==> src/otmr_pkg.sv <==
// Package for the one-shot timer bank: item structs, entry record, codes.
// No dependencies; used by every module in src.
package otmr_pkg;

  localparam logic [2:0] KIND_ADD    = 3'd0;
  localparam logic [2:0] KIND_MODIFY = 3'd1;
  localparam logic [2:0] KIND_START  = 3'd2;
  localparam logic [2:0] KIND_DELETE = 3'd3;
  localparam logic [2:0] KIND_TICK   = 3'd4;

  localparam logic [1:0] RES_OK         = 2'd0;
  localparam logic [1:0] RES_BAD_HANDLE = 2'd1;
  localparam logic [1:0] RES_NO_TIMER   = 2'd2;
  localparam logic [1:0] RES_NOT_READY  = 2'd3;

  localparam logic [1:0] ENT_IDLE  = 2'd0;
  localparam logic [1:0] ENT_READY = 2'd1;
  localparam logic [1:0] ENT_RUN   = 2'd2;

  typedef struct packed {
    logic [2:0]  kind;
    logic [7:0]  handle;
    logic [31:0] ticks;
  } cmd_item_t;

  typedef struct packed {
    logic [1:0] status;
    logic [5:0] entry;
    logic       expired;
    logic       last;
  } res_item_t;

  typedef struct packed {
    logic [1:0]  status;
    logic [31:0] count;
  } entry_t;

  typedef enum logic [1:0] {
    CS_IDLE,
    CS_SCAN,
    CS_FLUSH
  } ctrl_state_t;

endpackage

==> src/otmr_cell.sv <==
// One timer entry of the ring: status and count, loaded from its neighbor on shift.
// Depends on otmr_pkg.
module otmr_cell (
  input  logic            clk,
  input  logic            rst,
  input  logic            shift,
  input  otmr_pkg::entry_t d,
  output otmr_pkg::entry_t q
);
  import otmr_pkg::*;

  always_ff @(posedge clk) begin
    if (rst) begin
      q.status <= ENT_IDLE;
      q.count  <= 32'd0;
    end else if (shift) begin
      q.status <= d.status;
      q.count  <= d.count;
    end
  end

endmodule

==> src/otmr_ctrl.sv <==
// Head of the ring: sequences one operation over all entries as they pass,
// updates each entry and builds the result items. Depends on otmr_pkg.
module otmr_ctrl #(
  parameter int NUM_TIMERS = 8
) (
  input  logic               clk,
  input  logic               rst,
  input  logic               cmd_valid,
  output logic               cmd_stall,
  input  otmr_pkg::cmd_item_t cmd,
  output logic               res_valid,
  input  logic               res_stall,
  output otmr_pkg::res_item_t res,
  input  otmr_pkg::entry_t    head,
  output otmr_pkg::entry_t    tail,
  output logic               shift
);
  import otmr_pkg::*;

  localparam int SW = (NUM_TIMERS > 1) ? $clog2(NUM_TIMERS) : 1;
  localparam logic [SW-1:0] LAST_STEP = SW'(NUM_TIMERS - 1);

  ctrl_state_t state, state_next;
  cmd_item_t   op, op_next;
  logic [SW-1:0] step, step_next;
  logic        found, found_next;
  logic        pend_valid, pend_valid_next;
  res_item_t   pend, pend_next;
  logic        out_valid, out_valid_next;
  res_item_t   out, out_next;

  logic        out_free;
  logic        hit;
  logic        blocked;
  logic [31:0] dec;

  always_ff @(posedge clk) begin
    if (rst) begin
      state      <= CS_IDLE;
      pend_valid <= 1'b0;
      out_valid  <= 1'b0;
      found      <= 1'b0;
    end else begin
      state      <= state_next;
      pend_valid <= pend_valid_next;
      out_valid  <= out_valid_next;
      found      <= found_next;
    end
  end

  always_ff @(posedge clk) begin
    op   <= op_next;
    step <= step_next;
    pend <= pend_next;
    out  <= out_next;
  end

  assign cmd_stall = (state != CS_IDLE);
  assign res_valid = out_valid;
  assign res       = out;
  assign out_free  = !out_valid || !res_stall;
  assign hit       = (op.handle == 8'(step));
  assign dec       = head.count - 32'd1;

  always_comb begin
    state_next      = state;
    op_next         = op;
    step_next       = step;
    found_next      = found;
    pend_valid_next = pend_valid;
    pend_next       = pend;
    out_valid_next  = out_valid && res_stall;
    out_next        = out;
    tail            = head;
    shift           = 1'b0;
    blocked         = 1'b0;

    unique case (state)
      CS_IDLE: begin
        if (cmd_valid) begin
          op_next    = cmd;
          step_next  = '0;
          found_next = 1'b0;
          pend_next  = '{status: RES_BAD_HANDLE, entry: 6'd0, expired: 1'b0, last: 1'b1};
          unique case (cmd.kind)
            KIND_TICK: begin
              pend_valid_next = 1'b0;
              state_next      = CS_SCAN;
            end
            KIND_ADD: begin
              pend_valid_next  = 1'b1;
              pend_next.status = RES_NO_TIMER;
              state_next       = CS_SCAN;
            end
            KIND_MODIFY, KIND_START, KIND_DELETE: begin
              pend_valid_next = 1'b1;
              state_next      = CS_SCAN;
            end
            default: begin
              pend_valid_next = 1'b0;
            end
          endcase
        end
      end

      CS_SCAN: begin
        unique case (op.kind)
          KIND_ADD: begin
            if (!found && head.status == ENT_IDLE) begin
              tail.status      = ENT_READY;
              tail.count       = op.ticks;
              found_next       = 1'b1;
              pend_next.status = RES_OK;
              pend_next.entry  = 6'(step);
            end
          end
          KIND_MODIFY: begin
            if (hit) begin
              if (head.status == ENT_IDLE) begin
                pend_next.status = RES_NO_TIMER;
              end else begin
                tail.count       = op.ticks;
                pend_next.status = RES_OK;
              end
            end
          end
          KIND_START: begin
            if (hit) begin
              if (head.status == ENT_READY) begin
                tail.status      = ENT_RUN;
                pend_next.status = RES_OK;
              end else begin
                pend_next.status = RES_NOT_READY;
              end
            end
          end
          KIND_DELETE: begin
            if (hit && head.status != ENT_IDLE) begin
              tail.status      = ENT_IDLE;
              tail.count       = 32'd0;
              pend_next.status = RES_OK;
            end
          end
          default: begin
            // tick
            if (head.status == ENT_RUN) begin
              tail.count = dec;
              if (dec == 32'd0) begin
                if (pend_valid && !out_free) begin
                  blocked = 1'b1;
                end else begin
                  tail.status = ENT_IDLE;
                  if (pend_valid) begin
                    out_valid_next = 1'b1;
                    out_next       = pend;
                    out_next.last  = 1'b0;
                  end
                  pend_valid_next = 1'b1;
                  pend_next = '{status: RES_OK, entry: 6'(step), expired: 1'b1, last: 1'b1};
                end
              end
            end
          end
        endcase

        if (blocked) begin
          tail            = head;
          found_next      = found;
          pend_next       = pend;
          pend_valid_next = pend_valid;
        end else begin
          shift     = 1'b1;
          step_next = step + SW'(1);
          if (step == LAST_STEP) begin
            state_next = CS_FLUSH;
          end
        end
      end

      CS_FLUSH: begin
        if (!pend_valid) begin
          state_next = CS_IDLE;
        end else if (out_free) begin
          out_valid_next  = 1'b1;
          out_next        = pend;
          out_next.last   = 1'b1;
          pend_valid_next = 1'b0;
          state_next      = CS_IDLE;
        end
      end

      default: begin
        state_next = CS_IDLE;
      end
    endcase
  end

endmodule

==> src/one_shot_timer_table_unit.sv <==
// One-shot timer bank: NUM_TIMERS entries held in a ring of cells that rotates
// once past a single head unit for every add, modify, start, delete or tick
// item: the item is accepted, each entry is updated as it passes the head, and
// the final result is handed over, which waits while the output register is
// stalled; kinds 5 to 7 are accepted without effect. A tick stalls
// its rotation while a finished expiry cannot be handed to the output register.
// Results are one item per add, modify, start or delete, or one per expired timer
// in index order on tick, with last set on the final one.
module one_shot_timer_table_unit #(
  parameter int NUM_TIMERS = 8
) (
  input  logic               clk,
  input  logic               rst,
  input  logic               cmd_valid,
  output logic               cmd_stall,
  input  otmr_pkg::cmd_item_t cmd,
  output logic               res_valid,
  input  logic               res_stall,
  output otmr_pkg::res_item_t res
);
  import otmr_pkg::*;

  entry_t ring [NUM_TIMERS];
  entry_t tail;
  logic   shift;

  otmr_ctrl #(
    .NUM_TIMERS(NUM_TIMERS)
  ) u_ctrl (
    .clk       (clk),
    .rst       (rst),
    .cmd_valid (cmd_valid),
    .cmd_stall (cmd_stall),
    .cmd       (cmd),
    .res_valid (res_valid),
    .res_stall (res_stall),
    .res       (res),
    .head      (ring[0]),
    .tail      (tail),
    .shift     (shift)
  );

  for (genvar k = 0; k < NUM_TIMERS; k++) begin : g_cell
    entry_t d;
    if (k == NUM_TIMERS - 1) begin : g_last
      assign d = tail;
    end else begin : g_mid
      assign d = ring[k+1];
    end
    otmr_cell u_cell (
      .clk   (clk),
      .rst   (rst),
      .shift (shift),
      .d     (d),
      .q     (ring[k])
    );
  end

endmodule

==> config.mk <==
export PLATFORM = sky130hd
export DESIGN_NAME = one_shot_timer_table_unit
export DESIGN_NICKNAME = d
export VERILOG_FILES = /design/src/otmr_pkg.sv /design/src/otmr_cell.sv /design/src/otmr_ctrl.sv /design/src/one_shot_timer_table_unit.sv
export SDC_FILE = /design/constraint.sdc
export NUM_CORES = 1
export LEC_CHECK = 0
export ABC_AREA = 1
export BUFFER_PORTS_ARGS = -buffer_cell sky130_fd_sc_hd__buf_2
export CELL_PAD_IN_SITES_DETAIL_PLACEMENT = 1
export CELL_PAD_IN_SITES_GLOBAL_PLACEMENT = 1
export CORE_MARGIN = 1
export CORE_UTILIZATION = 49
export CTS_CLUSTER_DIAMETER = 60
export CTS_CLUSTER_SIZE = 28
export DETAILED_ROUTE_END_ITERATION = 7
export PLACE_DENSITY_LB_ADDON = 0.1
export SYNTH_ARGS = -nofsm -noshare
export SYNTH_HDL_FRONTEND = slang
export SYNTH_SLANG_ARGS = --single-unit
export TNS_END_PERCENT = 100
==> constraint.sdc <==
create_clock -name clk -period 8.5 [get_ports clk]
set_clock_uncertainty 0.15 [all_clocks]
set_input_delay 2.125 -clock clk [delete_from_list [all_inputs] [get_ports clk]]
set_output_delay 2.125 -clock clk [all_outputs]
set_load 0.1 [all_outputs]
==> results of run 1 <==
[layout make-up]
type | count | area (um^2)
Clock inverter | 20 | 238
Sequential cell | 336 | 7320
Timing Repair Buffer | 65 | 375
Antenna cell | 1 | 2.50
Inverter | 83 | 324
Clock buffer | 33 | 772
Tap cell | 378 | 473
Fill cell | 3604 | 12700
Multi-Input combinational cell | 1331 | 5850
[kinds of logic after synthesis]
logic type,after synthesis,share of synthesized area
AND/OR/NAND/NOR,912,0.255
AO/OA/AOI/OAI,405,0.146
flip-flops,336,0.516
buffers and inverters,195,0.0729
adder cells (fa/ha/maj),9,0.00794
XOR/XNOR,2,0.00124
other,1,0.000265
[critical path, delay by kind of cell]
kind,cells,cell delay [ps]
AND/OR/NAND/NOR,3,650
buffers and inverters,4,1350
AO/OA/AOI/OAI,3,590
[power by group through the flow]
| stage | logic, W | registers (W) | clock network, W |
|---|---|---|---|
| CTS | 0.00288 | 0.00257 | 0.00144 |
| detailed placement | 0.00285 | 0.00259 | 0 |
| global route | 0.00324 | 0.00264 | 0.00150 |
| floorplan | 0.00216 | 0.00263 | 0 |
| finish | 0.00290 | 0.00257 | 0.00141 |
| global placement | 0.00275 | 0.00258 | 0 |
[Yosys cell counts]
cell type,instances,share of area
a31oi_1,2,0.00088
clkbuf_1,53,0.014
buf_6,32,0.025
nor3_4,1,0.0011
a31oi_2,1,0.00088
o211ai_1,6,0.0032
nand4_1,12,0.0053
a21oi_1,72,0.025
and3_1,1,0.00044
nor2_2,6,0.0026
edfxtp_1,59,0.12
nor3_1,6,0.0021
o22ai_1,1,0.00044
clkinv_1,1,0.00026
nand3b_1,1,0.00053
nand3_1,63,0.022
o21bai_1,2,0.0011
ha_1,9,0.0079
nor4_1,2,0.00088
a211oi_1,1,0.00053
conb_1,1,0.00026
o21ai_1,160,0.056
nand2_1,235,0.062
inv_2,6,0.0016
buf_2,10,0.0035
a21bo_2,1,0.00071
nand2_2,3,0.0013
inv_1,76,0.020
buf_4,13,0.0069
nor2_1,578,0.15
nor2_4,4,0.0032
dfxtp_1,277,0.39
o32a_1,1,0.00071
buf_1,4,0.0011
o2111ai_1,1,0.00062
xor2_1,2,0.0012
o21ai_0,157,0.055
[state kept, by name, indices dropped and copies added, names as in the netlist]
register           flops
u_ctrl.op             43
u_ctrl.res_valid       1
u_ctrl.pend_valid      1
u_ctrl.state           2
u_ctrl.found           1
g_cell.u_cell.q      272
u_ctrl.res             7
u_ctrl.step            3
u_ctrl.pend            6
[through the flow]
stage / power, W / cells / hold slack [ps] / setup slack, ps
2_1_floorplan: 0.00479 / 1862 / 250 / 4880
3_3_place_gp: 0.00533 / 2193 / 252 / 3610
3_5_place_dp: 0.00544 / 2193 / 256 / 3460
4_1_cts: 0.00689 / 2246 / 274 / 4050
5_1_grt: 0.00738 / 2246 / 281 / 3730
6_report: 0.00688 / 2247 / 274 / 4040
[routing by layer]
metal | vias up | routed length [um] | track usage
li1 | 6023 | - | -
met1 | 5765 | 18600 | 0.362
met2 | 238 | 16900 | 0.417
met3 | 55 | 1620 | 0.0320
met4 | 0 | 737 | 0.0596
met5 | - | 0 | 0
[worst max-delay path by stage]
| stage | startpoint | slack (ps) | cells after the start | end |
|---|---|---|---|---|
| after CTS | res_stall | 4050 | 10 | g_cell[0].u_cell.q[28]$_SDFFE_PP0P_ |
| after detailed placement | res_stall | 3460 | 10 | g_cell[0].u_cell.q[28]$_SDFFE_PP0P_ |
| after global routing | res_stall | 3730 | 10 | g_cell[0].u_cell.q[28]$_SDFFE_PP0P_ |
| after global placement | res_stall | 3610 | 10 | g_cell[0].u_cell.q[6]$_SDFFE_PP0P_ |
| final | res_stall | 4040 | 10 | g_cell[0].u_cell.q[28]$_SDFFE_PP0P_ |
| after floorplan | res_stall | 4880 | 10 | g_cell[2].u_cell.q[0]$_SDFFE_PP0P_ |
[cells in the final DEF, fill, tap and decap left out, types with 30 or more instances in the layout]
cell,count
nor2_1,578
edfxtp_1,59
o21ai_1,158
clkbuf_16,30
nand2_1,235
a21oi_1,72
inv_1,74
nand3_1,63
buf_2,55
dfxtp_1,277
o21ai_0,157
==> key figures, run 1 <==
Critical path
  • WP data required: 8850 ps
  • Critical path startpoint category: primary input
  • Register-to-register path setup slack: 4220 ps
  • CP cell instances: buf_2 -> nand2_1 -> nor2_1 -> inv_1 -> nor3_1 -> a31oi_4 -> inv_8 -> buf_4 -> o21ai_0 -> a21oi_1
  • CP endpoint kind: register
  • Crit Path Class: in -> reg
  • Slowest stage cell, crit path: inv_8
  • Worst stage delay on the critical path: 640 ps
  • R2r worst-path depth: 16
  • Arrival time at the worst endpoint: 4810 ps
  • Crit-path max FO: 167
  • R2R Path Start: g_cell[0].u_cell.q[5]$_SDFFE_PP0P_
  • Worst r2r dst: g_cell[0].u_cell.q[28]$_SDFFE_PP0P_

Place
  • GPL Wtd Cong: 0.932
  • Final HPWL DP: 24,300 um
  • Dpl cell area: 14,300 um^2
  • IO Port Bufs: 55

CTS
  • CTS root buffer: clkbuf_16
  • Clock tree buffer depth: 3
  • Worst-Skew Late Latency: 570 ps
  • CTS buffer count: 29
  • H-tree depth: 1
  • Clock sink count: 336
  • Post_cts resized: 0
  • Post-CTS Hold Buffers: 0
  • Clk pin slew, worst setup/hold paths: 80 ps
  • Setup Buffers After CTS: 0
  • CTS tree: done

Timing
  • TNS Setup: 0 ps
  • Final Hold Vio Count: 0
  • Endpoints failing setup: 0
  • Unrepaired setup endpoints after global routing: false
  • Relative slew margins: 0.288
  • F_max: 224 MHz
  • Final Critical Period: 4460 ps
  • Period utilization: 0.525
  • Pins over their slew limit: 0
  • Slew @ Worst Pin: 1070 ps

Routing
  • Iter 0 DRT Violations: 925
  • Post-route ant nets: 0
  • Via count: 12,081
  • DR pass1 iterations: 5
  • DRC Markers: 0
  • Via density: 5.38
  • DR WL/cell: 16.8 um
  • Routed wire length: 37,800 um

Final layout
  • Layout Nets: 1,902
  • Share of cells above drive strength 1: 0.0755
  • Design area: 15,300 um^2
  • Finished Core Util: 0.547
  • Area Overhead vs Synth: 8.29%

GRT
  • Remaining Overflow, GRT: 0
  • Vias in the first global route: 11,911
  • Global-route wire length before repair: 60,700 um
  • Initial antenna violation count: 1
  • Total GRT Usage: 0.257
  • Largest net degree at the start of global routing: 245

Worst hold path
  • HP Class: reg -> reg
  • Hold Crit Depth: 0
  • Worst hold endpoint: u_ctrl.res[4]$_DFFE_PP_
  • Min-delay src: u_ctrl.pend[4]$_SDFFCE_PN0P_

Pwr
  • Int Pwr: 0.00374 W
  • Combinational Power Share: 0.421
  • Switching share of power: 0.457
  • Clock share of power: 0.205
  • Reg power frac: 0.374
  • NetSw: 0.00314 W
  • Pleak: 6.80 nW
  • Pwr/cell area: 448 nW/um^2
  • Maximum vdd drop: 0.343 mV

Yosys
  • Average cell area after synthesis: 7.62 um^2
  • #FFs+latches synth: 336
  • Synthesis warning total: 0
  • Synth Instances: 1,860
  • Mapped Area: 14,200 um^2
  • Seq/Total Area, Yosys: 0.516
  • Synth cell types: 37

Die
  • Die Wd: 172 um
  • Die H: 172 um
  • FP Rows: 61
  • # IOs: 59
  • Core Region: 28,100 um^2
  • Die Area: 29,600 um^2
  • Starting Density: 0.505

Run
  • Max-cap violations: 0

Status
  • Outcome: finished clean
Note: power is estimated with default switching activity, not from simulation.
==> inputs of run 2 (changes only) <==
--- a/config.mk
+++ b/config.mk
@@ -10,7 +10,7 @@
 export CELL_PAD_IN_SITES_DETAIL_PLACEMENT = 1
 export CELL_PAD_IN_SITES_GLOBAL_PLACEMENT = 1
 export CORE_MARGIN = 1
-export CORE_UTILIZATION = 49
+export CORE_UTILIZATION = 41
 export CTS_CLUSTER_DIAMETER = 60
 export CTS_CLUSTER_SIZE = 28
 export DETAILED_ROUTE_END_ITERATION = 7
==> constraint.sdc (replaced) <==
create_clock -name clk -period 3.8 [get_ports clk]
set_clock_uncertainty 0.15 [all_clocks]
set_input_delay 0.95 -clock clk [delete_from_list [all_inputs] [get_ports clk]]
set_output_delay 0.95 -clock clk [all_outputs]
set_load 0.1 [all_outputs]
==> key figures, run 2 (synthesized netlist as in run 1, its figures left out) <==
Status
  • Outcome: finished clean

Run
  • Max-cap violations: 0

GRT
  • GR Util met3: 0.0236
  • Global-route wire length before repair: 61,900 um
  • Vias in the first global route: 11,899
  • Total GRT Usage: 0.211
  • Routing usage on met2: 0.335
  • Gr busiest metal: met2
  • Largest net degree at the start of global routing: 78
  • Remaining Overflow, GRT: 0
  • GRT met1 Usage: 0.307
  • Initial antenna violation count: 0

Final layout
  • Reg with most FFs: g_cell.u_cell.q
  • Most common cell after layout, fill and taps aside: nor2_1
  • Share of cells above drive strength 1: 0.0827
  • Layout Nets: 1,920
  • Design area: 15,600 um^2
  • Max FFs per register: 272
  • N_diodes: 0
  • Fillers: 4,206
  • Commonest non-fill, non-tap cells in the layout: nor2_1, dfxtp_1, nand2_1, o21ai_1, o21ai_0
  • Area Overhead vs Synth: 10.2%

Die
  • Core Region: 33,800 um^2
  • Die H: 188 um
  • Die Wd: 188 um
  • # IOs: 59
  • FP Rows: 67
  • Die Area: 35,300 um^2
  • Starting Density: 0.420

CTS
  • Clk pin slew, worst setup/hold paths: 70 ps
  • CTS tree: done
  • H-tree depth: 1
  • Clock sink count: 336
  • CTS root buffer: clkbuf_16
  • Post_cts resized: 0
  • Setup Buffers After CTS: 0
  • CTS buffer count: 28
  • Clock tree buffer depth: 3
  • Post-CTS Hold Buffers: 0
  • Worst-Skew Late Latency: 570 ps

Critical path
  • CP endpoint kind: register
  • CP cell instances: inv_2 -> ha_1 -> nand2_1 -> nor2_1 -> nand2_1 -> nand2_1 -> nand2_1 -> nand3b_1 -> nor2_1 -> nand2_1 -> nor2_4 -> a31oi_4 -> buf_12 -> buf_4 -> buf_4 -> o21ai_0 -> nor2_1
  • CP delay by family, top: simple AND/OR/NAND/NOR gates
  • Crit-path max FO: 47
  • Slowest stage cell, crit path: dfxtp_1
  • Cell mode on critical path: nand2_1
  • Crit Path Class: reg -> reg
  • WP data required: 4110 ps
  • Worst stage delay on the critical path: 350 ps
  • Arrival time at the worst endpoint: 3830 ps
  • Crit path buffers/inverters: 4
  • Critical path startpoint category: register

Timing
  • Endpoints failing setup: 0
  • Period utilization: 0.925
  • Unrepaired setup endpoints after global routing: false
  • Final Hold Vio Count: 0
  • Final Critical Period: 3520 ps
  • F_max: 284 MHz
  • Slew @ Worst Pin: 1010 ps
  • Pins over their slew limit: 0
  • Relative slew margins: 0.321
  • TNS Setup: 0 ps

Routing
  • DR pass1 iterations: 4
  • Routed wire length: 37,500 um
  • DRC Markers: 0
  • DR WL/cell: 16.1 um
  • Iter 0 DRT Violations: 613
  • Post-route ant nets: 0
  • Via count: 11,879
  • Via density: 5.09

Pwr
  • Reg power frac: 0.375
  • Maximum vdd drop: 0.515 mV
  • Switching share of power: 0.444
  • Pwr/cell area: 979 nW/um^2
  • NetSw: 0.00680 W
  • Clock share of power: 0.197
  • Int Pwr: 0.00850 W
  • Combinational Power Share: 0.428
  • Pleak: 6.91 nW

Place
  • GPL Wtd Cong: 0.919
  • Final HPWL DP: 25,000 um
  • IO Port Bufs: 55
  • Dpl cell area: 14,700 um^2

Worst hold path
  • HP Class: reg -> reg
## run 2: cell types whose count changed in the layout (fill, tap and decap cells not counted), sizes merged
| cell | delta |
|---|---|
| clkbuf | -1 |
| diode | -1 |
| inv | -8 |
| clkinvlp | +1 |
| bufinv | +2 |
| clkinv | +5 |
| buf | +19 |
## run 2: routing by layer
layer | wire length (um) | vias up
met5 | 0 | -
met4 | 633 | 0
met3 | 995 | 41
met2 | 16400 | 127
met1 | 19400 | 5665
li1 | - | 6046
## run 2: power by group through the flow
| stage | clock, W | sequential (W) | combinational, W |
|---|---|---|---|
| after global placement | 0 | 0.00576 | 0.00642 |
| after detailed placement | 0 | 0.00579 | 0.00656 |
| after floorplan | 0 | 0.00587 | 0.00483 |
| after global routing | 0.00324 | 0.00589 | 0.00742 |
| after CTS | 0.00311 | 0.00574 | 0.00660 |
| final | 0.00301 | 0.00574 | 0.00655 |
## run 2: metrics by stage
| stage | util | instances | setup slack, ps | hold slack, ps | total power (W) |
|---|---|---|---|---|---|
| final | 0.463 | 2334 | 283 | 275 | 0.0153 |
| after global routing | 0.463 | 2334 | 25.5 | 285 | 0.0165 |
| after CTS | 0.463 | 2334 | 270 | 278 | 0.0154 |
| after detailed placement | 0.434 | 2282 | 296 | 261 | 0.0124 |
| after global placement | 0.434 | 2282 | 300 | 251 | 0.0122 |
| after floorplan | - | 1862 | 1100 | 250 | 0.0107 |
## run 2: area by class of cell
class | instances | area, um^2 | share of cell area
flip-flops and latches | 336 | 7320 | 0.468
multi-input cells | 1331 | 5860 | 0.375
clock buffers | 32 | 716 | 0.0458
repair buffers | 84 | 618 | 0.0396
well taps | 448 | 561 | 0.0359
inverters | 83 | 324 | 0.0207
clock inverters | 20 | 234 | 0.0150
## run 2: final timing paths
kind / from / end / slack (ps) / depth (start not counted)
hold / removal: u_ctrl.pend[9]$_DFFE_PP_ / u_ctrl.res[9]$_DFFE_PP_ / 280 / 0
hold reg to reg: u_ctrl.pend[9]$_DFFE_PP_ / u_ctrl.res[9]$_DFFE_PP_ / 280 / 0
setup / recovery: g_cell[0].u_cell.q[0]$_SDFFE_PP0P_ / g_cell[5].u_cell.q[9]$_SDFFE_PP0P_ / 280 / 17
setup reg to reg: g_cell[0].u_cell.q[0]$_SDFFE_PP0P_ / g_cell[5].u_cell.q[9]$_SDFFE_PP0P_ / 280 / 17
==> inputs of run 3 (changes only) <==
--- a/config.mk
+++ b/config.mk
@@ -14,6 +14,7 @@
 export CTS_CLUSTER_DIAMETER = 60
 export CTS_CLUSTER_SIZE = 28
 export DETAILED_ROUTE_END_ITERATION = 7
+export MAX_ROUTING_LAYER = met4
 export PLACE_DENSITY_LB_ADDON = 0.1
 export SYNTH_ARGS = -nofsm -noshare
 export SYNTH_HDL_FRONTEND = slang
==> key figures, run 3 (synthesized netlist as in run 1, its figures left out) <==
Status
  • Outcome: finished clean

Timing
  • Period utilization: 0.910
  • Final Critical Period: 3460 ps
  • Final Hold Vio Count: 0
  • Endpoints failing setup: 0
  • Relative slew margins: 0.322
  • Setup WS post-layout: 343 ps
  • Unrepaired setup endpoints after global routing: false
  • Pins over their slew limit: 0
  • Slew @ Worst Pin: 1010 ps
  • F_max: 289 MHz
  • TNS Setup: 0 ps

CTS
  • H-tree depth: 1
  • Clk pin slew, worst setup/hold paths: 80 ps
  • CTS root buffer: clkbuf_16
  • Worst-Skew Late Latency: 560 ps
  • Post-CTS Hold Buffers: 0
  • CTS tree: done
  • Clock sink count: 336
  • CTS buffer count: 27
  • Clock tree buffer depth: 3

Critical path
  • Crit path buffers/inverters: 3
  • Worst stage delay on the critical path: 370 ps
  • Slowest stage cell, crit path: dfxtp_1
  • CP cell instances: inv_1 -> ha_1 -> nand2_1 -> nor2_2 -> nand2_1 -> nand2_1 -> nand2_1 -> nand3b_1 -> nor2_1 -> nand2_1 -> nor2_4 -> a31oi_4 -> buf_12 -> buf_4 -> o21ai_0 -> nor2_1
  • Cell mode on critical path: nand2_1
  • Critical path startpoint category: register
  • CP delay by family, top: simple AND/OR/NAND/NOR gates
  • R2r worst-path depth: 16
  • Levels on crit path: 16
  • CP endpoint kind: register
  • Arrival time at the worst endpoint: 3760 ps
  • R2R Path Start: g_cell[0].u_cell.q[1]$_SDFFE_PP0P_
  • Crit-path max FO: 64
  • Crit. Startpoint: g_cell[0].u_cell.q[1]$_SDFFE_PP0P_
  • Crit Path Class: reg -> reg
  • WP data required: 4100 ps

Final layout
  • Fin cells: 2,331
  • N_diodes: 0
  • Share of cells above drive strength 1: 0.0844
  • Area Overhead vs Synth: 10.1%
  • Most common cell after layout, fill and taps aside: nor2_1
  • Layout Nets: 1,918
  • Reg with most FFs: g_cell.u_cell.q
  • Max FFs per register: 272
  • Commonest non-fill, non-tap cells in the layout: nor2_1, dfxtp_1, nand2_1, o21ai_1, o21ai_0
  • Finished Core Util: 0.462

GRT
  • Vias in the first global route: 12,079
  • Largest net degree at the start of global routing: 91
  • Total GRT Usage: 0.224
  • Global-route wire length before repair: 63,700 um
  • Initial antenna violation count: 0
  • Remaining Overflow, GRT: 0

Routing
  • DR pass1 iterations: 5
  • Iter 0 DRT Violations: 719
  • DRC Markers: 0
  • Routed wire length: 38,000 um
  • DR WL/cell: 16.3 um
  • Via count: 11,950
  • Post-route ant nets: 0
  • Via density: 5.13

Die
  • FP Rows: 67
  • Die Area: 35,300 um^2
  • Die Wd: 188 um
  • Die H: 188 um
  • # IOs: 59
  • Starting Density: 0.420
  • Core Region: 33,800 um^2

Pwr
  • Pwr/cell area: 981 nW/um^2
  • Pleak: 6.90 nW
  • Maximum vdd drop: 0.547 mV

Place
  • Final HPWL DP: 25,200 um
  • Pre-CTS WS: 244 ps
  • Dpl cells: 2,281
  • GPL Wtd Cong: 0.911
  • IO Port Bufs: 55

Worst hold path
  • Min-delay src: u_ctrl.pend[8]$_DFFE_PP_
  • HP Class: reg -> reg
  • Hold Crit Depth: 0

Run
  • Max-cap violations: 0
run 3: changes by cell type in the layout (fill, tap and decap cells not counted), sizes merged:
cell and delta:
buf -1, bufinv -1, clkbuf -4, inv +3
clkinv -2, clkinvlp +2
run 3: final cells by class:
type	instances	area (um^2)
clock buffer	28	679
clock inverter	22	239
inverter	83	324
sequential	336	7320
tap	448	561
fill	4228	18200
multi-input combinational	1331	5860
timing repair buffer	83	623
run 3: what timing repair did:
item / in CTS / in global routing
gates resized for setup: 0 / 1
endpoints found under the setup margin: 0 / 2
buffers inserted: 0 / 0
run 3: per-stage QoR:
step / power, W / cell area, um^2 / hold WS [ps]
2_1_floorplan: 0.0107 / 14200 / 250
3_3_place_gp: 0.0122 / 14700 / 250
3_5_place_dp: 0.0124 / 14700 / 271
4_1_cts: 0.0154 / 15600 / 291
5_1_grt: 0.0166 / 15600 / 292
6_report: 0.0153 / 15600 / 288
run 3: per-layer routing:
metal,wire [um],up-vias,GRT usage,part of all wire
met3,982,49,0.0238,0.026
met1,19600,5735,0.319,0.52
li1,-,6045,-,-
met4,746,0,0.0494,0.020
met5,0,-,-,0
met2,16700,121,0.344,0.44
run 3: worst paths after layout:
check | endpoint | slack [ps]
setup / recovery | g_cell[5].u_cell.q[7]$_SDFFE_PP0P_ | 340
hold / removal | u_ctrl.res[8]$_DFFE_PP_ | 290
hold reg to reg | u_ctrl.res[8]$_DFFE_PP_ | 290
setup reg to reg | g_cell[5].u_cell.q[7]$_SDFFE_PP0P_ | 340
run 3: worst reg2reg max path, stage by stage (launching register included):
cell and delay (ps):
dfxtp_1 370, inv_1 120, ha_1 280, nand2_1 100, nor2_2 220, nand2_1 180
nand2_1 90, nand2_1 120, nand3b_1 200, nor2_1 210, nand2_1 130, nor2_4 160
a31oi_4 160, buf_12 230, buf_4 340, o21ai_0 220, nor2_1 50
run 3: power breakdown:
part / switching, W / internal, W / leakage (nW) / total, W
Combinational: 0.00466 / 0.00194 / 3.61 / 0.00660
Clock: 0.00147 / 0.00147 / 0.446 / 0.00295
Sequential: 0.000775 / 0.00498 / 2.84 / 0.00575
Total: 0.00691 / 0.00839 / 6.90 / 0.0153
